File: src/srd_pkg.sv
// Shared types and constants of the sprite RLE row decoder.
package srd_pkg;

  localparam int unsigned COL_W   = 11;
  localparam int unsigned IDX_W   = 8;
  localparam int unsigned RGB_W   = 24;
  localparam int unsigned LIT_W   = 7;
  localparam int unsigned CHAN_W  = 8;
  localparam int unsigned CFG_IDX_W = 1;

  // Widest row the decoder supports; a larger frame_width acts as this.
  localparam int unsigned MAX_WIDTH = 1024;
  localparam int unsigned COL_MAX   = (1 << COL_W) - 1;
  localparam logic [COL_W-1:0] WIDTH_CAP =
    COL_W'((MAX_WIDTH > COL_MAX) ? COL_MAX : MAX_WIDTH);

  localparam logic [COL_W-1:0] WIDTH_RESET = COL_W'(1024);

  localparam logic [CHAN_W-1:0] ALPHA_OPAQUE = 8'hFF;

  typedef enum logic [1:0] {
    OP_LOAD = 2'd0,
    OP_ROW  = 2'd1,
    OP_DATA = 2'd2,
    OP_NONE = 2'd3
  } opcode_e;

  typedef enum logic [CFG_IDX_W-1:0] {
    REG_FRAME_MODE  = 1'd0,
    REG_FRAME_WIDTH = 1'd1
  } cfg_reg_e;

  // One queued job for the back end: a palette write or a run to emit.
  typedef struct packed {
    logic             is_load;
    logic [IDX_W-1:0] idx;
    logic [RGB_W-1:0] rgb;
    logic             opaque;
    logic [COL_W-1:0] start_column;
    logic [COL_W-1:0] run_length;
    logic             end_of_row;
    logic             overflow;
  } job_t;

endpackage

File: src/srd_queue.sv
// Two-entry job queue between the front and back ends.
module srd_queue (
  input  logic          clk_i,
  input  logic          rst_ni,
  input  logic          push_i,
  input  srd_pkg::job_t push_job_i,
  input  logic          pop_i,
  output logic          full_o,
  output logic          head_valid_o,
  output srd_pkg::job_t head_o
);

  srd_pkg::job_t entries_q [2];
  logic          wr_ptr_q;
  logic          rd_ptr_q;
  logic [1:0]    count_q, count_d;

  assign full_o       = (count_q == 2'd2);
  assign head_valid_o = (count_q != 2'd0);
  assign head_o       = entries_q[rd_ptr_q];

  always_comb begin
    case ({push_i, pop_i})
      2'b10:   count_d = count_q + 2'd1;
      2'b01:   count_d = count_q - 2'd1;
      default: count_d = count_q;
    endcase
  end

  always_ff @(posedge clk_i) begin
    if (push_i) begin
      entries_q[wr_ptr_q] <= push_job_i;
    end
  end

  always_ff @(posedge clk_i or negedge rst_ni) begin
    if (!rst_ni) begin
      wr_ptr_q <= 1'b0;
      rd_ptr_q <= 1'b0;
      count_q  <= '0;
    end else begin
      count_q <= count_d;
      if (push_i) begin
        wr_ptr_q <= !wr_ptr_q;
      end
      if (pop_i) begin
        rd_ptr_q <= !rd_ptr_q;
      end
    end
  end

endmodule

File: config.mk
export PLATFORM = sky130hd
export DESIGN_NAME = srd_queue
export DESIGN_NICKNAME = d
export VERILOG_FILES = /design/src/srd_pkg.sv /design/src/srd_queue.sv
export SDC_FILE = /design/constraint.sdc
export NUM_CORES = 1
export LEC_CHECK = 0
export BUFFER_PORTS_ARGS = -buffer_cell sky130_fd_sc_hd__buf_2
export CAP_MARGIN = 20
export CORE_UTILIZATION = 47
export DETAILED_ROUTE_END_ITERATION = 8
export HOLD_SLACK_MARGIN = 0.05
export MAX_ROUTING_LAYER = met4
export PLACE_DENSITY = 0.81
export SLEW_MARGIN = 20
export SYNTH_ARGS = -nofsm -noshare
export SYNTH_HDL_FRONTEND = slang
export SYNTH_SLANG_ARGS = --single-unit
File: constraint.sdc
create_clock -name clk_i -period 3.5 [get_ports clk_i]
set_input_delay 0.525 -clock clk_i [delete_from_list [all_inputs] [get_ports clk_i]]
set_output_delay 0.525 -clock clk_i [all_outputs]
set_load 0.05 [all_outputs]
======== Yosys cells after proc, flatten, opt, wreduce, memory -nomap -nowiden ========
Memory sizes are Yosys's and may differ from the RTL's.
Index checks and enable logic that the tools add are counted.
cells by class
  add/subtract/negate cells ............... 2
  equal/unequal tests ..................... 3
  muxes and demuxes ....................... 3
  reductions and logical operators ........ 4
operator list
  operator             count
  $eq 2x2->1 const B   2
  $pmux 2 s2           1
  $reduce_bool 2->1    2
  $add 2x1->2 const B  1
  $eq 2x1->1 const B   1
  $logic_not 1->1      2
  $mux 1               2
  $sub 2x1->2 const B  1
storage, ports and cells
  register bits ........................... 4
  RAM bits ................................ 116
  input bits .............................. 62
  output and inout port bits .............. 60
  logic and storage cells ................. 16
  memories ................................ 1
memory list
  memory     words  width  read ports  clocked after memory_dff  write ports  RTL line         RTL
  entries_q  2      58     1           0                         1            srd_queue.sv:13  srd_pkg::job_t entries_q [2];

======== Longest topological paths before layout ========
Gate-level depths: netlist of the first run.
  depth after elaboration ................. 2
  depth in mapped cells ................... 5
  mapped depth without buffers ............ 5

======== Least setup slack after synthesis of the first run ========
Ideal clock, no wire load.
  kind .................................... in2reg
  start point ............................. input port push_i
  end point ............................... memory entries_q[0][0] (netlist name), enable pin
  setup time .............................. 0.475 ns
  data arrival time ....................... 3.017 ns
  required time ........................... 3.025 ns
  slack ................................... 0.007 ns
  stages .................................. 2
  buffers on the path ..................... 0
  cell sequence ........................... inv_1 -> nor2_1
on the way
  word-level cells in the longest chain between the ends .. 2
RTL lines
  item                          RTL line         RTL
  start, declared               srd_queue.sv:5   input logic push_i,
  $mux 1                        srd_queue.sv:31  if (push_i) begin
  $mux 1 (not written as such)  srd_queue.sv:32  entries_q[wr_ptr_q] <= push_job_i;
  end, declared                 srd_queue.sv:13
Every way passes these cells.

==> results.py, run 1 <==
metrics = {
    "die": {
        "placement_rows": 35,
        "core_um2": 9153,
        "floorplan.die_area_um2": 9792,
        "floorplan.initialDensity_pct": 48.27,
        "die_h_um": 98.96,
        "die_x_um": 98.96,
        "top_level_ports": 122,
    },
    "place": {
        "hpwlAfterDp_um": 4772,
        "post_dp_cell_area_um2": 5175,
        "portBuffers": 121,
        "gp_routability_congestion": 0.7057,
    },
    "global_route": {
        "grt.overflow.total": 0,
        "initial_antenna_violation_count": 0,
        "met1_layer_usage_reported_by_global_route_pct": 18.76,
        "grt_first_pass_wirelength_um": 11370,
        "grt.met3_usage_pct": 4.965,
        "via_count_of_the_first_global_routing_pass": 2361,
        "gr-max-usage-layer": "met2",
        "gr-usage-all-layers_pct": 16.33,
        "use_met2_pct": 26.68,
        "pin_count_of_the_biggest_net_entering_global_routing": 33,
    },
    "yosys": {
        "syn_nets": 260,
        "synth_cell_types": 15,
        "yosysWarnings": 0,
        "mappedNetlistArea_um2": 4418,
        "synth-seq-cells": 120,
        "synth_sequential_area_ratio_pct": 81.11,
        "cells_after_synthesis": 197,
        "postSynthAreaPerCell_um2": 22.43,
    },
    "sta": {
        "fin_crit_ns": 2.769,
        "fmax_mhz": 361.1,
        "timing_worst_slew_pin_value_ns": 0.9023,
        "finalSetupTns_ns": 0,
        "final_setup_vio_count": 0,
        "fin_worst_skew_ns": 0.004473,
        "slew_headroom_pct": 39.70,
        "period_share_pct": 79.12,
        "final-max-slew-violation-count": 0,
        "rsz0062_at_grt": "no",
        "hold_viol_final": 0,
    },
    "worst_setup_path": {
        "r2r_setup_slack_ns": 1.73,
        "worstSetupStartpointType": "flop",
        "max_stage_delay_ns": 0.85,
        "timing.rr.end": "entries_q[0][25]",
        "r2r-start": "wr_ptr_q",
        "worstPathArrival_ns": 2.24,
        "cpMaxStageDelayCell": "sky130_fd_sc_hd__dfrtp_2",
        "cp_data_required_time_ns": 2.97,
        "worst_r2r_path_depth": 2,
        "critical_path.max_fanout": 32,
        "worstPathCellList": "buf_12 -> mux2_2 -> buf_2",
        "critical_path.endpoint_type": "output port",
        "crit_type": "flop to output port",
    },
    "clock_network": {
        "cts_made_buffers": 17,
        "tritoncts": "done",
        "cts-root-to-sink-buffers": 2,
        "cts_hold_repair.buffers": 1,
        "clk_lat_worst_skew_ns": 0.49,
        "htree_num_levels": 4,
        "cts_sinks": 120,
        "clock_tree.root_cell": "sky130_fd_sc_hd__clkbuf_8",
        "post_cts_resized": 0,
        "post_cts_buffers": 0,
        "cts.reportedPaths.clkPinSlew_ns": 0.06,
    },
    "power_and_ir_drop": {
        "static_leakage_uw": 0.002248,
        "max-vdd-ir-drop_mv": 0.5780,
        "cellPowerDensity_nw_per_um2": 1027,
    },
    "detailed_routing": {
        "detail_route.first_pass.iterations": 4,
        "detail_route.drc_violations": 0,
        "drt-wirelength-per-cell_um": 16.13,
        "initialDrtViolationCount": 68,
        "drtAntennaViolNets": 0,
        "detail_route.wirelength_um": 7387,
        "route.vias.total": 2206,
        "route.detailed.vias_per_inst": 4.817,
    },
    "cells_and_area": {
        "layout-drive-gt1-share_pct": 61.67,
        "nets": 397,
        "number_of_antenna_cells_inserted": 0,
        "area_delta_synth_final_pct": 31.49,
        "fillerInstances": 663,
        "mostFrequentLayoutCell": "sky130_fd_sc_hd__buf_2",
        "finalInstanceArea_um2": 5809,
        "final_cell_mix": "sky130_fd_sc_hd__buf_2, sky130_fd_sc_hd__edfxtp_1, sky130_fd_sc_hd__mux2_2",
    },
    "min_path": {
        "worstHoldEndpoint": "entries_q[0][9]",
        "hold_path_startpoint": "push_job_i[9]",
        "hp-class": "primary input to flop",
        "timing.hold.worst_path_depth": 1,
    },
    "status": {
        "result_of_the_run": "finished clean",
    },
    "flow_run": {
        "max-cap-violations": 0,
    },
}
[kinds of logic after synthesis]
group	after synthesis	share of synthesized area [%]
flops	120	81.11
mux	58	15.63
buf+inv	8	1.388
xor+xnor	5	0.9914
simple gates	5	0.5951
fa+ha+maj	1	0.2832
[how the worst max path moves through the flow]
stage                        start  depth (start not counted)         endpoint
final                     rd_ptr_q                          3       head_o[23]
after floorplan             push_i                          2  entries_q[0][0]
after detailed placement  rd_ptr_q                          3        head_o[4]
after CTS                 rd_ptr_q                          3        head_o[4]
after global placement    rd_ptr_q                          3        head_o[4]
after global routing      rd_ptr_q                          3       head_o[16]
[final cells by class]
type	instances	area, µm²	area share (%)
flip-flops and latches	120	3585	61.71
multi-input cells	69	782.0	13.46
repair buffers	125	675.6	11.63
clock buffers	19	421.7	7.258
clock inverters	13	202.7	3.489
well taps	111	138.9	2.391
inverters	1	3.754	0.06461
[through the flow]
step / std cells / hold WS (ns) / setup slack [ns] / util [%] / total power, µW
finish: 458 / 0.2250 / 0.7308 / 63.47 / 5969
global route: 458 / 0.1951 / 0.6092 / 63.47 / 6184
CTS: 458 / 0.2004 / 0.6903 / 63.47 / 6029
detailed placement: 425 / 0.3345 / 1.223 / 56.54 / 4214
global placement: 425 / 0.3330 / 1.230 / 56.54 / 4181
floorplan: 197 / 0.2294 / 0.007428 / - / 3786
[synthesized netlist by cell type]
library cell | count | area share [%]
sky130_fd_sc_hd__nor2b_1 | 1 | 0.14
sky130_fd_sc_hd__dfrtp_1 | 4 | 2.3
sky130_fd_sc_hd__and2_1 | 1 | 0.14
sky130_fd_sc_hd__or2_2 | 1 | 0.14
sky130_fd_sc_hd__buf_2 | 4 | 0.45
sky130_fd_sc_hd__xnor2_1 | 2 | 0.40
sky130_fd_sc_hd__xor2_1 | 3 | 0.59
sky130_fd_sc_hd__mux2_2 | 48 | 12
sky130_fd_sc_hd__mux2_4 | 10 | 3.4
sky130_fd_sc_hd__inv_1 | 1 | 0.085
sky130_fd_sc_hd__buf_8 | 1 | 0.34
sky130_fd_sc_hd__buf_6 | 2 | 0.51
sky130_fd_sc_hd__edfxtp_1 | 116 | 79
sky130_fd_sc_hd__ha_1 | 1 | 0.28
sky130_fd_sc_hd__nor2_1 | 2 | 0.17
[power breakdown]
part / switching (µW) / internal [µW]
clock: 584 / 1220
sequential: 149 / 1910
combinational: 1470 / 628
[metal layers]
| metal | wire length (µm) | part of all wire (%) |
|---|---|---|
| met1 | 3179 | 43 |
| met5 | 0 | 0 |
| met4 | 51 | 0.69 |
| met2 | 3751 | 51 |
| met3 | 404 | 5.5 |
[sequential cells by signal (all words and copies together), names as in the netlist]
register / cells
rd_ptr_q: 1
count_q: 2
wr_ptr_q: 1
entries_q: 116
[worst max-delay path, delay by kind of cell, from the launching register on]
kind / cells / cell delay [ns]
buffers and inverters: 2 / 0.50
flip-flops: 1 / 0.85
multiplexers: 1 / 0.37
Note: power is estimated with default switching activity, not from simulation.
==> inputs of run 2 (changes only) <==
==> constraint.sdc (replaced) <==
create_clock -name clk_i -period 2.25 [get_ports clk_i]
set_input_delay 0.3375 -clock clk_i [delete_from_list [all_inputs] [get_ports clk_i]]
set_output_delay 0.3375 -clock clk_i [all_outputs]
set_load 0.05 [all_outputs]
==> results.py, run 2 (synthesized netlist as in run 1, its figures left out) <==
metrics = {
    "die": {
        "top_level_ports": 122,
        "floorplan.initialDensity_pct": 48.27,
        "die_h_um": 98.96,
        "floorplan.die_area_um2": 9792,
        "core_um2": 9153,
        "die_x_um": 98.96,
        "placement_rows": 35,
    },
    "min_path": {
        "worstHoldEndpoint": "rd_ptr_q",
        "hp-class": "primary input to flop",
        "hold_path_startpoint": "pop_i",
        "timing.hold.worst_path_depth": 2,
    },
    "detailed_routing": {
        "met2WireLength_um": 4400,
        "route.detailed.vias_per_inst": 4.755,
        "detail_route.wirelength_um": 8268,
        "detail_route.drc_violations": 0,
        "drt-wirelength-per-cell_um": 15.93,
        "initialDrtViolationCount": 89,
        "met3_length_um": 369,
        "route.top_layer_used": "met4",
        "detail_route.first_pass.iterations": 4,
        "route.vias.total": 2468,
        "drtAntennaViolNets": 0,
        "met1Wirelength_um": 3378,
    },
    "clock_network": {
        "post_cts_resized": 0,
        "clock_tree.root_cell": "sky130_fd_sc_hd__clkbuf_8",
        "post_cts_buffers": 0,
        "cts_sinks": 120,
        "cts_made_buffers": 17,
        "htree_num_levels": 4,
        "cts.reportedPaths.clkPinSlew_ns": 0.05,
        "tritoncts": "done",
        "cts_hold_repair.buffers": 60,
        "clk_lat_worst_skew_ns": 0.50,
        "cts-root-to-sink-buffers": 2,
    },
    "sta": {
        "rsz0062_at_grt": "no",
        "final-max-slew-violation-count": 0,
        "fmax_mhz": 477.6,
        "fin_crit_ns": 2.094,
        "period_share_pct": 93.06,
        "finalSetupTns_ns": 0,
        "slew_headroom_pct": 68.56,
        "timing_worst_slew_pin_value_ns": 0.4715,
        "fin_worst_skew_ns": 0.005727,
        "hold_viol_final": 0,
        "fin_ws_ns": 0.1563,
        "final_setup_vio_count": 0,
    },
    "cells_and_area": {
        "nets": 459,
        "number_of_antenna_cells_inserted": 0,
        "largest-register": "entries_q",
        "layout-drive-gt1-share_pct": 53.43,
        "area_delta_synth_final_pct": 44.18,
        "final_cell_count_no_fill": 519,
        "mostFrequentLayoutCell": "sky130_fd_sc_hd__buf_2",
        "largest_register_ffs": 116,
        "final_cell_mix": "sky130_fd_sc_hd__buf_2, sky130_fd_sc_hd__edfxtp_1, sky130_fd_sc_hd__dlygate4sd3_1",
        "layout_top_registers": "entries_q (116), count_q (2)",
    },
    "flow_run": {
        "max-cap-violations": 0,
    },
    "worst_setup_path": {
        "crit_type": "flop to output port",
        "cp_data_required_time_ns": 1.91,
        "timing.critical_path.buf_inv": 2,
        "r2r-start": "wr_ptr_q",
        "r2r_setup_slack_ns": 0.87,
        "max_stage_delay_ns": 0.39,
        "critical-path-top-delay-family": "buffers and inverters",
        "worst_r2r_path_depth": 2,
        "timing.critical_path.depth": 3,
        "cpMaxStageDelayCell": "sky130_fd_sc_hd__dfrtp_2",
        "worstPathCellList": "buf_12 -> mux2_2 -> buf_2",
        "worstPathArrival_ns": 1.76,
        "critical_path.endpoint_type": "output port",
        "worstSetupStartpointType": "flop",
        "timing.rr.end": "entries_q[1][5]",
        "critical_path.max_fanout": 43,
    },
    "power_and_ir_drop": {
        "max-vdd-ir-drop_mv": 0.8761,
        "cellPowerDensity_nw_per_um2": 1455,
        "static_leakage_uw": 0.002494,
    },
    "place": {
        "hpwlAfterDp_um": 4825,
        "place.detailed.instances": 428,
        "gp_routability_congestion": 0.6624,
        "preCtsSetupSlack_ns": 0.6550,
        "portBuffers": 121,
    },
    "global_route": {
        "via_count_of_the_first_global_routing_pass": 2600,
        "grt.overflow.total": 0,
        "pin_count_of_the_biggest_net_entering_global_routing": 44,
        "grt_first_pass_wirelength_um": 12680,
        "initial_antenna_violation_count": 0,
        "gr-usage-all-layers_pct": 18.53,
    },
    "status": {
        "result_of_the_run": "finished clean",
    },
}
## run 2: changes by cell type in the layout (fill, tap and decap cells not counted), sizes merged
cell         previous run  this run
dlygate4sd3             1        60
buf                   124       127
clkbuf                 19        17
clkinv                  5         7
bufinv                  5         4
## run 2: layout make-up
type                            instances  area, µm²
Fill cell                             591       2783
Tap cell                              111      138.9
Multi-Input combinational cell         69      782.0
Sequential cell                       120       3585
Inverter                                1      3.754
Clock buffer                           17      414.1
Clock inverter                         14      182.7
Timing Repair Buffer                  187       1264
## run 2: routing by layer
metal	track usage, %	vias to the layer above
li1	-	1175
met1	19.89	1196
met2	31.58	83
met3	5.319	14
met4	8.840	0
met5	-	-
## run 2: where the power goes
group | internal (µW) | switching [µW]
clock | 1780 | 913
sequential | 2970 | 134
combinational | 1040 | 2430
## run 2: worst max-delay path by stage
stage                  start              end
floorplan           wr_ptr_q  entries_q[1][0]
global placement    rd_ptr_q       head_o[20]
detailed placement  rd_ptr_q       head_o[14]
CTS                 rd_ptr_q       head_o[14]
global route        rd_ptr_q       head_o[14]
finish              rd_ptr_q       head_o[30]
## run 2: metrics by stage
step	hold slack [ns]	utilization, %	instance area (µm²)	power, µW
after floorplan	0.04191	-	4425	5883
after global placement	0.1609	56.51	5172	6498
after detailed placement	0.1627	56.51	5172	6545
after CTS	0.05449	69.60	6370	9344
after global routing	0.05914	69.60	6370	9606
final	0.07417	69.60	6370	9266
