--- config.mk ---
export PLATFORM = sky130hd
export DESIGN_NAME = srd_front_flat
export DESIGN_NICKNAME = d
export VERILOG_FILES = /design/src/srd_pkg.sv /design/src/srd_in_if.sv /design/src/srd_front.sv /design/src/flat_wrapper.sv
export SDC_FILE = /design/constraint.sdc
export NUM_CORES = 1
export LEC_CHECK = 0
export BUFFER_PORTS_ARGS = -buffer_cell sky130_fd_sc_hd__buf_2
export CAP_MARGIN = 20
export CORE_MARGIN = 4
export CORE_UTILIZATION = 35
export CTS_BUF_LIST = sky130_fd_sc_hd__clkbuf_16
export DETAILED_ROUTE_END_ITERATION = 12
export PLACE_DENSITY_LB_ADDON = 0.08
export SLEW_MARGIN = 10
export SYNTH_ARGS = -nofsm -noshare
export SYNTH_HDL_FRONTEND = slang
export SYNTH_SLANG_ARGS = --single-unit
--- constraint.sdc ---
create_clock -name clk_i -period 8.3 [get_ports clk_i]
set_input_delay 0.83 -clock clk_i [delete_from_list [all_inputs] [get_ports clk_i]]
set_output_delay 0.83 -clock clk_i [all_outputs]
set_load 0.1 [all_outputs]
--- src/srd_pkg.sv ---
// Shared types and constants of the sprite RLE row decoder.
package srd_pkg;

  localparam int unsigned COL_W   = 11;
  localparam int unsigned IDX_W   = 8;
  localparam int unsigned RGB_W   = 24;
  localparam int unsigned LIT_W   = 7;
  localparam int unsigned CHAN_W  = 8;
  localparam int unsigned CFG_IDX_W = 1;

  // Widest row the decoder supports; a larger frame_width acts as this.
  localparam int unsigned MAX_WIDTH = 1024;
  localparam int unsigned COL_MAX   = (1 << COL_W) - 1;
  localparam logic [COL_W-1:0] WIDTH_CAP =
    COL_W'((MAX_WIDTH > COL_MAX) ? COL_MAX : MAX_WIDTH);

  localparam logic [COL_W-1:0] WIDTH_RESET = COL_W'(1024);

  localparam logic [CHAN_W-1:0] ALPHA_OPAQUE = 8'hFF;

  typedef enum logic [1:0] {
    OP_LOAD = 2'd0,
    OP_ROW  = 2'd1,
    OP_DATA = 2'd2,
    OP_NONE = 2'd3
  } opcode_e;

  typedef enum logic [CFG_IDX_W-1:0] {
    REG_FRAME_MODE  = 1'd0,
    REG_FRAME_WIDTH = 1'd1
  } cfg_reg_e;

  // One queued job for the back end: a palette write or a run to emit.
  typedef struct packed {
    logic             is_load;
    logic [IDX_W-1:0] idx;
    logic [RGB_W-1:0] rgb;
    logic             opaque;
    logic [COL_W-1:0] start_column;
    logic [COL_W-1:0] run_length;
    logic             end_of_row;
    logic             overflow;
  } job_t;

endpackage

--- src/srd_in_if.sv ---
// Input channel of the sprite RLE row decoder.
interface srd_in_if;
  logic        valid;
  logic        ready;
  logic [1:0]  opcode;
  logic [7:0]  palette_index;
  logic [7:0]  palette_red;
  logic [7:0]  palette_green;
  logic [7:0]  palette_blue;
  logic [10:0] row_indent;
  logic [7:0]  data_byte;

  modport source (
    output valid, opcode, palette_index, palette_red, palette_green, palette_blue,
           row_indent, data_byte,
    input  ready
  );
  modport sink (
    input  valid, opcode, palette_index, palette_red, palette_green, palette_blue,
           row_indent, data_byte,
    output ready
  );
endinterface

--- src/srd_front.sv ---
// Front end: accepts items, tracks row state, clips runs and queues jobs.
module srd_front (
  input  logic                      clk_i,
  input  logic                      rst_ni,
  srd_in_if.sink                    in_i,
  input  logic                      frame_mode_i,
  input  logic [srd_pkg::COL_W-1:0] frame_width_i,
  input  logic                      full_i,
  output logic                      push_o,
  output srd_pkg::job_t             job_o
);

  logic [srd_pkg::COL_W-1:0] column_q, column_d;
  logic [srd_pkg::LIT_W-1:0] literal_left_q, literal_left_d;
  logic                      in_row_q, in_row_d;

  logic                      accept;
  logic                      want_push;
  logic                      do_run;
  logic                      is_row;
  logic [srd_pkg::COL_W-1:0] eff_width;
  logic [srd_pkg::COL_W-1:0] col_base;
  logic [srd_pkg::COL_W-1:0] room;
  logic [srd_pkg::COL_W-1:0] run_n;
  logic [srd_pkg::COL_W-1:0] run_len;
  logic                      clipped;
  srd_pkg::opcode_e          op;

  assign op        = srd_pkg::opcode_e'(in_i.opcode);
  assign in_i.ready = !full_i;
  assign accept    = in_i.valid && !full_i;

  assign eff_width = (frame_width_i > srd_pkg::WIDTH_CAP) ? srd_pkg::WIDTH_CAP
                                                          : frame_width_i;
  assign is_row    = (op == srd_pkg::OP_ROW);
  assign col_base  = is_row ? '0 : column_q;
  assign room      = (eff_width > col_base) ? (eff_width - col_base) : '0;
  assign clipped   = (run_n > room);
  assign run_len   = clipped ? room : run_n;

  always_comb begin
    do_run         = 1'b0;
    want_push      = 1'b0;
    run_n          = '0;
    literal_left_d = literal_left_q;
    in_row_d       = in_row_q;
    job_o          = '0;
    job_o.idx      = in_i.data_byte;

    unique case (op)
      srd_pkg::OP_LOAD: begin
        want_push    = 1'b1;
        job_o.is_load = 1'b1;
        job_o.idx    = in_i.palette_index;
        job_o.rgb    = {in_i.palette_red, in_i.palette_green, in_i.palette_blue};
      end
      srd_pkg::OP_ROW: begin
        in_row_d       = 1'b1;
        literal_left_d = '0;
        run_n          = in_i.row_indent;
        do_run         = 1'b1;
      end
      srd_pkg::OP_DATA: begin
        if (in_row_q) begin
          if (literal_left_q != '0) begin
            literal_left_d = literal_left_q - 1'b1;
            run_n          = srd_pkg::COL_W'(1);
            job_o.opaque   = 1'b1;
            do_run         = 1'b1;
          end else if (in_i.data_byte == '0) begin
            // end of row: pad to the width
            in_row_d         = 1'b0;
            run_n            = room;
            job_o.end_of_row = 1'b1;
            do_run           = 1'b1;
          end else if (in_i.data_byte[7]) begin
            // transparent skip of byte - 0x80
            run_n  = srd_pkg::COL_W'(in_i.data_byte[6:0]);
            do_run = 1'b1;
          end else if (!frame_mode_i) begin
            literal_left_d = in_i.data_byte[6:0];
          end else begin
            run_n        = srd_pkg::COL_W'(1);
            job_o.opaque = 1'b1;
            do_run       = 1'b1;
          end
        end
      end
      default: begin
      end
    endcase

    if (do_run) begin
      want_push          = 1'b1;
      job_o.start_column = col_base;
      job_o.run_length   = run_len;
      job_o.overflow     = clipped;
    end
  end

  assign column_d = do_run ? (col_base + run_len) : column_q;
  assign push_o   = accept && want_push;

  always_ff @(posedge clk_i or negedge rst_ni) begin
    if (!rst_ni) begin
      column_q       <= '0;
      literal_left_q <= '0;
      in_row_q       <= 1'b0;
    end else if (accept) begin
      column_q       <= column_d;
      literal_left_q <= literal_left_d;
      in_row_q       <= in_row_d;
    end
  end

endmodule

--- src/flat_wrapper.sv ---
// flat-port wrapper written by rule: the top's interface ports become plain ports
module srd_front_flat 
  (clk_i, rst_ni, frame_mode_i, frame_width_i, full_i, push_o, job_o, in_i_valid, in_i_opcode, in_i_palette_index, in_i_palette_red, in_i_palette_green, in_i_palette_blue, in_i_row_indent, in_i_data_byte, in_i_ready);
  srd_in_if in_i_i ();
  input  logic clk_i;
  input  logic rst_ni;
  input  logic frame_mode_i;
  input  logic [srd_pkg::COL_W-1:0] frame_width_i;
  input  logic full_i;
  output logic push_o;
  output srd_pkg::job_t job_o;
  input wire logic [$bits(in_i_i.valid)-1:0] in_i_valid;
  input wire logic [$bits(in_i_i.opcode)-1:0] in_i_opcode;
  input wire logic [$bits(in_i_i.palette_index)-1:0] in_i_palette_index;
  input wire logic [$bits(in_i_i.palette_red)-1:0] in_i_palette_red;
  input wire logic [$bits(in_i_i.palette_green)-1:0] in_i_palette_green;
  input wire logic [$bits(in_i_i.palette_blue)-1:0] in_i_palette_blue;
  input wire logic [$bits(in_i_i.row_indent)-1:0] in_i_row_indent;
  input wire logic [$bits(in_i_i.data_byte)-1:0] in_i_data_byte;
  output wire logic [$bits(in_i_i.ready)-1:0] in_i_ready;
  assign in_i_i.valid = in_i_valid;
  assign in_i_i.opcode = in_i_opcode;
  assign in_i_i.palette_index = in_i_palette_index;
  assign in_i_i.palette_red = in_i_palette_red;
  assign in_i_i.palette_green = in_i_palette_green;
  assign in_i_i.palette_blue = in_i_palette_blue;
  assign in_i_i.row_indent = in_i_row_indent;
  assign in_i_i.data_byte = in_i_data_byte;
  assign in_i_ready = in_i_i.ready;
  srd_front u_core (.clk_i(clk_i), .rst_ni(rst_ni), .in_i(in_i_i), .frame_mode_i(frame_mode_i), .frame_width_i(frame_width_i), .full_i(full_i), .push_o(push_o), .job_o(job_o));
endmodule
* Yosys cells after proc, flatten, opt, wreduce, memory -nomap -nowiden
Index checks and enable logic that the tools add are counted.
Word-level totals: output and inout bits 60, bits in registers 19, word-level logic and storage cells 65
Cells by class: eq/ne operators 6, reduce and logical (&&, ||, !) cells 10, mux-type cells 40, magnitude comparators 3, add/sub/neg operators 3
Operators by type and width (number):
- 2-to-1 mux 11 bit | 8
- 2-to-1 mux 7 bit | 5
- 2-to-1 mux 33 bit | 1
- greater-than comparator 11 bit | 2
- 2-to-1 mux 22 bit | 1
- one-hot mux 11 bit (2 select lines) | 1
- 2-to-1 mux 1 bit | 21
- one-hot mux 7 bit (2 select lines) | 1
- adder 11 bit | 1
- greater-than comparator 11 bit, second input constant | 1
- subtractor 11 bit | 1
- != test 3 x 2 -> 1 bit, second input constant | 3
- zero test 8 bit | 1
- nonzero test 7 bit | 1
- subtractor 7 x 1 -> 7 bit, second input constant | 1
- AND reduction 6 bit | 1
- one-hot mux 1 bit (2 select lines) | 2
- AND reduction 2 bit | 2
- == test 2 x 1 -> 1 bit, second input constant | 1
- == test 2 bit, second input constant | 1
- logical AND 1 bit | 2
- zero test 2 bit | 1
- != test 2 x 1 -> 1 bit, second input constant | 1
- nonzero test 2 bit | 1
- zero test 1 bit | 1

* Longest topological paths before layout
Gate-level depths: netlist of the first run.
word-level depth 11, mapped depth 33, gate-level depth less buffers 29

* Worst setup path before layout of the first run
OpenSTA, ideal clock, no wires.
path type input port to output port, start point input in_i_opcode[1], end point output job_o[4] in the netlist's numbering, setup slack 27 ps, arrival time 7443 ps, stages 22, path through inv_1 -> ha_1 -> clkbuf_1 -> clkbuf_1 -> nand2b_1 -> ha_1 -> clkbuf_1 -> nand3_1 -> or3_1 -> and3_1 -> o21a_1 -> o21ai_0 -> a21o_1 -> a21oi_1 -> ha_1 -> nand4_1 -> o211ai_1 -> a31oi_1 -> o31ai_1 -> nand2_1 -> clkbuf_1 -> a221oi_1
RTL lines:
- start: declaration | line flat_wrapper.sv:13 | input wire logic [$bits(in_i_i.opcode)-1:0] in_i_opcode;
- end: declaration | line flat_wrapper.sv:11 | output srd_pkg::job_t job_o;

* Worst setup path after layout of the first run
start point input in_i_opcode[1], end point register u_core.column_q[10] in the netlist's numbering
Between the ends: longest elaborated chain between the ends 11, elaborated cells between the ends (all ways) 15, those cells by class 2 x add/sub; 2 x order compare; 2 x eq/ne; 8 x mux; 1 x reduce/logical
RTL lines:
- == test 2 x 1 -> 1 bit | line srd_front.sv:35, srd_front.sv:50
- 2-to-1 mux 11 bit | line srd_front.sv:36 | assign col_base = is_row ? '0 : column_q;
- subtractor 11 bit / greater-than comparator 11 bit (equally long branches) | line srd_front.sv:37 | assign room = (eff_width > col_base) ? (eff_width - col_base) : '0;
- 2-to-1 mux 11 bit | line srd_front.sv:37
- 2-to-1 mux 11 bit | line srd_front.sv:70 | end else if (in_i.data_byte == '0) begin
- 2-to-1 mux 11 bit | line srd_front.sv:65 | if (literal_left_q != '0) begin
- 2-to-1 mux 11 bit | line srd_front.sv:64 | if (in_row_q) begin
- one-hot mux 11 bit (2 select lines) | line srd_front.sv:50 | unique case (op)
- greater-than comparator 11 bit | line srd_front.sv:38 | assign clipped = (run_n > room);
- 2-to-1 mux 11 bit | line srd_front.sv:39 | assign run_len = clipped ? room : run_n;
- adder 11 bit | line srd_front.sv:101 | assign column_d = do_run ? (col_base + run_len) : column_q;
- end signal: assignment | line srd_front.sv:110 | column_q <= column_d;
- end: declaration | line srd_front.sv:13 | logic [srd_pkg::COL_W-1:0] column_q, column_d;
Several ways; a longest one is shown, not always the timed one. A chain may end at the register's enable or synchronous reset.

==> results of run 1 <==
[report_power, final]
part,switching (uW),total [uW],leakage [uW],internal [uW]
registers,31.4,160,0.000248,129
clock network,36.4,101,0.0000409,64.6
logic,703,1030,0.00186,330
total,771,1290,0.00215,523
[metrics by stage]
step | hold slack, ps | util
after floorplan | 447 | -
after global placement | 470 | 0.432
after detailed placement | 468 | 0.432
after CTS | 483 | 0.440
after global routing | 512 | 0.440
final | 482 | 0.440
[kinds of logic after synthesis]
| kind of cell | Yosys count | share of synthesized area |
|---|---|---|
| flip-flops | 19 | 0.135 |
| AND/OR/NAND/NOR | 204 | 0.306 |
| buffers and inverters | 51 | 0.0620 |
| adder cells (fa/ha/maj) | 38 | 0.139 |
| multiplexers | 8 | 0.0255 |
| AO/OA/AOI/OAI | 158 | 0.301 |
| XOR/XNOR | 13 | 0.0322 |
[cells in the mapped netlist (all sizes together), types with 3 or more instances]
cell type | instances | share of area
o211ai | 7 | 0.016
xnor2 | 9 | 0.022
o21ai | 45 | 0.066
a211oi | 13 | 0.028
a31oi | 3 | 0.0053
nor2 | 36 | 0.041
a221oi | 5 | 0.016
nor4 | 6 | 0.012
nand4 | 6 | 0.011
nor2b | 13 | 0.023
o21bai | 3 | 0.0096
ha | 36 | 0.13
o31ai | 4 | 0.0085
buf | 8 | 0.016
clkbuf | 18 | 0.019
or3 | 6 | 0.011
nor3 | 6 | 0.012
inv | 25 | 0.027
o21a | 3 | 0.0064
xor2 | 4 | 0.0099
a22oi | 6 | 0.013
nand2 | 55 | 0.059
dfrtp | 19 | 0.13
a21oi | 39 | 0.056
mux2 | 8 | 0.026
and2 | 32 | 0.057
nand3 | 14 | 0.020
or4 | 3 | 0.0074
nor3b | 4 | 0.0085
a21o | 16 | 0.034
o31a | 3 | 0.0078
and3 | 4 | 0.0071
nand2b | 15 | 0.027
[routing by layer]
layer	share of wire	vias to the layer above
li1	-	1985
met1	0.45	1820
met2	0.47	120
met3	0.069	13
met4	0.014	0
met5	0	-
[cell usage in the layout, fill, tap and decap left out, drive strengths merged, types with 3 or more instances in the layout]
cell,synthesis,routed
buf,8,131
nand2,55,55
o21ai,45,45
a21oi,39,39
ha,36,36
nor2,36,36
and2,32,32
inv,25,25
dfrtp,19,19
a21o,16,16
nand2b,15,15
nand3,14,14
nor2b,13,13
a211oi,13,13
xnor2,9,9
mux2,8,8
o211ai,7,7
nand4,6,6
a22oi,6,6
or3,6,6
nor3,6,6
nor4,6,6
a221oi,5,5
and3,4,4
xor2,4,4
o31ai,4,4
nor3b,4,4
o21a,3,3
a31oi,3,3
clkbuf,18,3
o31a,3,3
or4,3,3
o21bai,3,3
[worst max-delay path by stage]
stage	start	endpoint	slack [ps]
final	in_i_opcode[1]	u_core.column_q[10]	720
after global routing	in_i_opcode[1]	u_core.column_q[10]	190
after CTS	in_i_opcode[1]	u_core.column_q[10]	790
after detailed placement	in_i_opcode[1]	u_core.column_q[10]	540
after global placement	in_i_opcode[1]	u_core.column_q[10]	670
after floorplan	in_i_opcode[1]	job_o[4]	30
[registers in the layout (all words and copies together), names as in the netlist]
signal / count
u_core.column_q: 11
u_core.in_row_q: 1
u_core.literal_left_q: 7
[layout make-up]
type / count / area, um^2 / area share
timing repair buffer: 131 / 663 / 0.154
multi-input combinational: 421 / 2840 / 0.658
inverter: 25 / 93.8 / 0.0217
sequential: 19 / 475 / 0.110
clock inverter: 1 / 5.00 / 0.00116
clock buffer: 3 / 75.1 / 0.0174
tap: 133 / 166 / 0.0385
[worst min-delay path: stages (launching register included)]
cell	delay, ps
dfrtp_1	340
nand2_1	50
nand2_1	60
==> impl_metrics.yaml, run 1 <==
timing:
  report.final.hold_viol_count: 0
  fin_ws_ps: 716
  timing_worst_slew_pin_value_ps: 1080
  report.final.slew_viol_count: 0
  rsz0062_at_grt: "false"
  finalCritPeriodShare: 0.914
  finalWorstPathRequiredPeriod_ps: 7580
  maxClockFrequency_ghz: 0.132
  worst_clock_skew_ps: 2.96
  setup_tns_ps: 0
  worst_slew_margin_rel: 0.280
  setup_viol_count_final: 0
worst_setup_path:
  crit_fanout: 15
  critical_register_to_register_path_startpoint: "u_core.column_q[10]"
  worst_ep_required_time_ps: 8480
  path_buf_inv: 3
  cp_common_cell: "ha_1"
  crit_path_end_kind: "flip-flop"
  capture_instance_of_the_worst_register_to_register_path: "u_core.column_q[10]"
  timing.critical_path.slowest_stage_cell: "o21ai_0"
  r2r_cells: 26
  worstSetupPathType: "in2reg"
  crit_path_max_incr_delay_ps: 510
  timing.reg2reg.setup_slack_ps: 1640
  worst_setup_path_start_kind: "input pin"
  critPathArrivalTime_ps: 7760
  path_depth: 29
  path_delay_family: "compound AO/OA/AOI/OAI gates"
power_and_ir_drop:
  fin_total_pwr_uw: 1290
  power_density_mw_per_mm2: 300
  leakage_power_uw: 0.00215
  peakVddDrop_v: 0.000133
min_path:
  worst_hold_path.num_cells: 2
  whs_endpoint: "u_core.column_q[1]"
  min_from: "u_core.column_q[1]"
  holdCritPathClass: "reg2reg"
route:
  drt_drc_violations_left: 0
  initialDrtViolationCount: 249
  drtPass1Iterations: 5
  postRouteAntennaNets: 0
  routed_via_density: 5.37
  routedWlPerCell_um: 16.2
  drt_wl_total_mm: 11.9
  dr_total_vias: 3938
floorplanning:
  width_of_the_chip_um: 108
  dieArea_mm2: 0.0118
  placement_rows: 36
  chipHeight_um: 108
  fp.coreArea_mm2: 0.00982
  boundaryPins: 129
  initial_core_util: 0.360
cts:
  post_cts_resized: 0
  worstSkewPairLatency_ps: 250
  clkTransAtPathRegs_ps: 60
  cts_tree: "done"
  cts.root.buffer_cell: "clkbuf_16"
  ctsLongestPathBuffers: 2
  ctsHtreeMaxLevel: 1
  cts.sink_count: 19
  cts_made_buffers: 3
  post_cts_buffers: 0
  cts_hold_buf: 0
global_routing:
  global_route.usage.total: 0.194
  grt_pass1_wl_mm: 18.4
  grt_start_max_net_pins: 35
  groute.layer.met3.usage: 0.0221
  met2_track_demand_over_resource_in_global_routing: 0.326
  global_route_total_overflow: 0
  vias_in_the_first_global_route: 3655
  number_of_antenna_violations_at_the_first_check_in_global_routing: 0
  grt.busiest_layer: "met2"
  groute.layer.met1.usage: 0.270
placed_design:
  finalWeightedCongestion: 0.851
  place_ws_ps: 544
  hpwlAfterDp_mm: 9.93
  numPlacedInstances: 729
  io_buffers: 128
  place_area_mm2: 0.00424
synthesis:
  async_set_or_reset_register_ratio_after_synthesis: 1.00
  ys_seq_area_frac: 0.135
  synth.net_count: 598
  synth-main-ff-cell: "dfrtp_1"
  yosys_warnings: 0
  netlist_instances: 491
  synth_area_mm2: 0.00353
  yosysUniqueCellTypes: 67
  synth.avg_cell_area_um2: 7.19
  postSynthRegisterBits: 19
  number_of_flops_mapped_to_enable_cells_by_yosys: 0
flow_run:
  cap_violations: 0
finish:
  syn2layout_area_growth_pct: 22.3
  fillerInstances: 1054
  antennaDiodeCount: 0
  fraction_of_layout_instances_using_a_drive_strength_above_1: 0.278
  layout.nets: 708
  final_non_filler_cell_area_mm2: 0.00432
  finalNonFillerCells: 733
run_status:
  status: "finished clean"
Note: power is estimated with default switching activity, not from simulation.
==> run 2: changes to the inputs <==
Settings changed: PLACE_DENSITY_LB_ADDON 0.08 to unset, RECOVER_POWER set to 50.
Clock period 8.3 ns to 7.44 ns, I/O delays scaled along.
==> run 2 against run 1 <==
Net effect: clock power up 8%; global-route usage up 0.32 points; via count up 2.9%; die area unchanged; total power up 16%; wire length up 2.5%; register-to-register slack worse by 770 ps; core utilization up 1.5 points; sequential power up 10%; critical endpoint unchanged; largest cell class unchanged; largest power group unchanged; highest routed layer unchanged.
==> impl_metrics.yaml, run 2 (synthesis gave the netlist of run 1 again) <==
global_routing:
  number_of_antenna_violations_at_the_first_check_in_global_routing: 0
  global_route.usage.total: 0.197
  grt_start_max_net_pins: 35
  global_route_total_overflow: 0
  vias_in_the_first_global_route: 3721
  grt_pass1_wl_mm: 18.7
cts:
  cts.root.buffer_cell: "clkbuf_16"
  clkTransAtPathRegs_ps: 50
  post_cts_buffers: 0
  cts_made_buffers: 3
  post_cts_resized: 0
  ctsHtreeMaxLevel: 1
  cts_hold_buf: 0
  ctsLongestPathBuffers: 2
  cts.sink_count: 19
  cts_tree: "done"
  worstSkewPairLatency_ps: 250
finish:
  syn2layout_area_growth_pct: 26.6
  layout_top_registers: "u_core.column_q x11, u_core.literal_left_q x7, u_core.in_row_q x1"
  most-common-layout-cells: "buf_2 (100), nand2_1 (53), o21ai_0 (40)"
  max_flop_register: "u_core.column_q"
  antennaDiodeCount: 0
  layout_commonest_cell: "buf_2"
  layout.nets: 718
  fillerInstances: 1017
  max_reg_flops: 11
  fraction_of_layout_instances_using_a_drive_strength_above_1: 0.257
  utilization: 0.455
timing:
  fin_ws_ps: 422
  finalWorstPathRequiredPeriod_ps: 7020
  report.final.slew_viol_count: 0
  rsz0062_at_grt: "false"
  report.final.hold_viol_count: 0
  worst_clock_skew_ps: 3.78
  setup_viol_count_final: 0
  maxClockFrequency_ghz: 0.142
  worst_slew_margin_rel: 0.201
  timing_worst_slew_pin_value_ps: 1200
  finalCritPeriodShare: 0.943
worst_setup_path:
  worst_ep_required_time_ps: 7620
  worst_setup_path_start_kind: "input pin"
  worstSetupPathType: "in2reg"
  critPathArrivalTime_ps: 7190
  crit_fanout: 14
  crit_path_end_kind: "flip-flop"
floorplanning:
  initial_core_util: 0.360
  width_of_the_chip_um: 108
  chipHeight_um: 108
  boundaryPins: 129
  dieArea_mm2: 0.0118
  placement_rows: 36
  fp.coreArea_mm2: 0.00982
power_and_ir_drop:
  peakVddDrop_v: 0.000205
  leakage_power_uw: 0.00213
  power_density_mw_per_mm2: 336
route:
  postRouteAntennaNets: 0
  drtPass1Iterations: 4
  routed_via_density: 5.45
  routedWlPerCell_um: 16.4
  drt_wl_total_mm: 12.2
  initialDrtViolationCount: 298
  dr_total_vias: 4051
  drt_drc_violations_left: 0
flow_run:
  cap_violations: 0
placed_design:
  io_buffers: 128
  place_ws_ps: 17.8
  finalWeightedCongestion: 0.915
  hpwlAfterDp_mm: 10.1
run_status:
  status: "finished clean"
min_path:
  holdCritPathClass: "reg2reg"
-- run 2: final timing paths --
kind | startpoint | to | slack (ps) | cells past startpoint
min | u_core.column_q[1] | u_core.column_q[1] | 480 | 2
max | in_i_opcode[1] | u_core.column_q[10] | 420 | 28
min in group asynchronous | rst_ni | u_core.literal_left_q[1] | 660 | 1
max reg2reg | u_core.literal_left_q[0] | u_core.column_q[10] | 870 | 24
max in group asynchronous | rst_ni | u_core.in_row_q | 6150 | 1
min reg2reg | u_core.column_q[1] | u_core.column_q[1] | 480 | 2
-- run 2: report_power, final --
group | internal [uW] | switching (uW) | total, uW
sequential | 144 | 31.9 | 176
combinational | 410 | 807 | 1220
clock | 71.5 | 37.5 | 109
total | 625 | 876 | 1500
-- run 2: final cells by class --
cell class	instances	area [um^2]	area share
clock buffers	3	75.1	0.0168
clock inverters	1	3.75	0.000840
inverters	25	93.8	0.0210
multi-input cells	421	2850	0.639
flip-flops and latches	19	475	0.106
well taps	133	166	0.0372
repair buffers	141	801	0.179
-- run 2: layer usage --
layer / up-vias / share of wire / global-route usage
li1: 2021 / - / -
met2: 127 / 0.46 / 0.322
met3: 14 / 0.063 / 0.0203
met5: - / 0 / 0
met4: 0 / 0.016 / 0.0505
met1: 1889 / 0.46 / 0.277
-- run 2: per-stage QoR --
step	hold slack [ps]	TNS [ps]	std cells	power [uW]	area, um^2
floorplan	447	-2540	491	1080	3540
global placement	465	0	739	1370	4410
detailed placement	470	0	739	1390	4410
CTS	452	0	743	1500	4490
global route	517	0	743	1630	4470
finish	478	0	743	1500	4470
-- run 2: critical path: stages --
cell and delay (ps):
buf_2 90, inv_1 50, ha_2 270, nand2b_1 280, ha_1 430, nand4_1 180
or3_1 440, and3_1 220, o21ai_2 170, a21o_1 290, a21oi_1 100, o21a_1 170
ha_1 280, nand4_1 140, o211ai_1 190, a31oi_1 100, o31ai_2 270, and2_0 280
buf_4 190, o22ai_1 120, a21oi_1 370, ha_1 270, o21ai_0 160, o21ba_2 240
or3_1 400, a31o_2 210, or4_1 440, o211ai_2 90
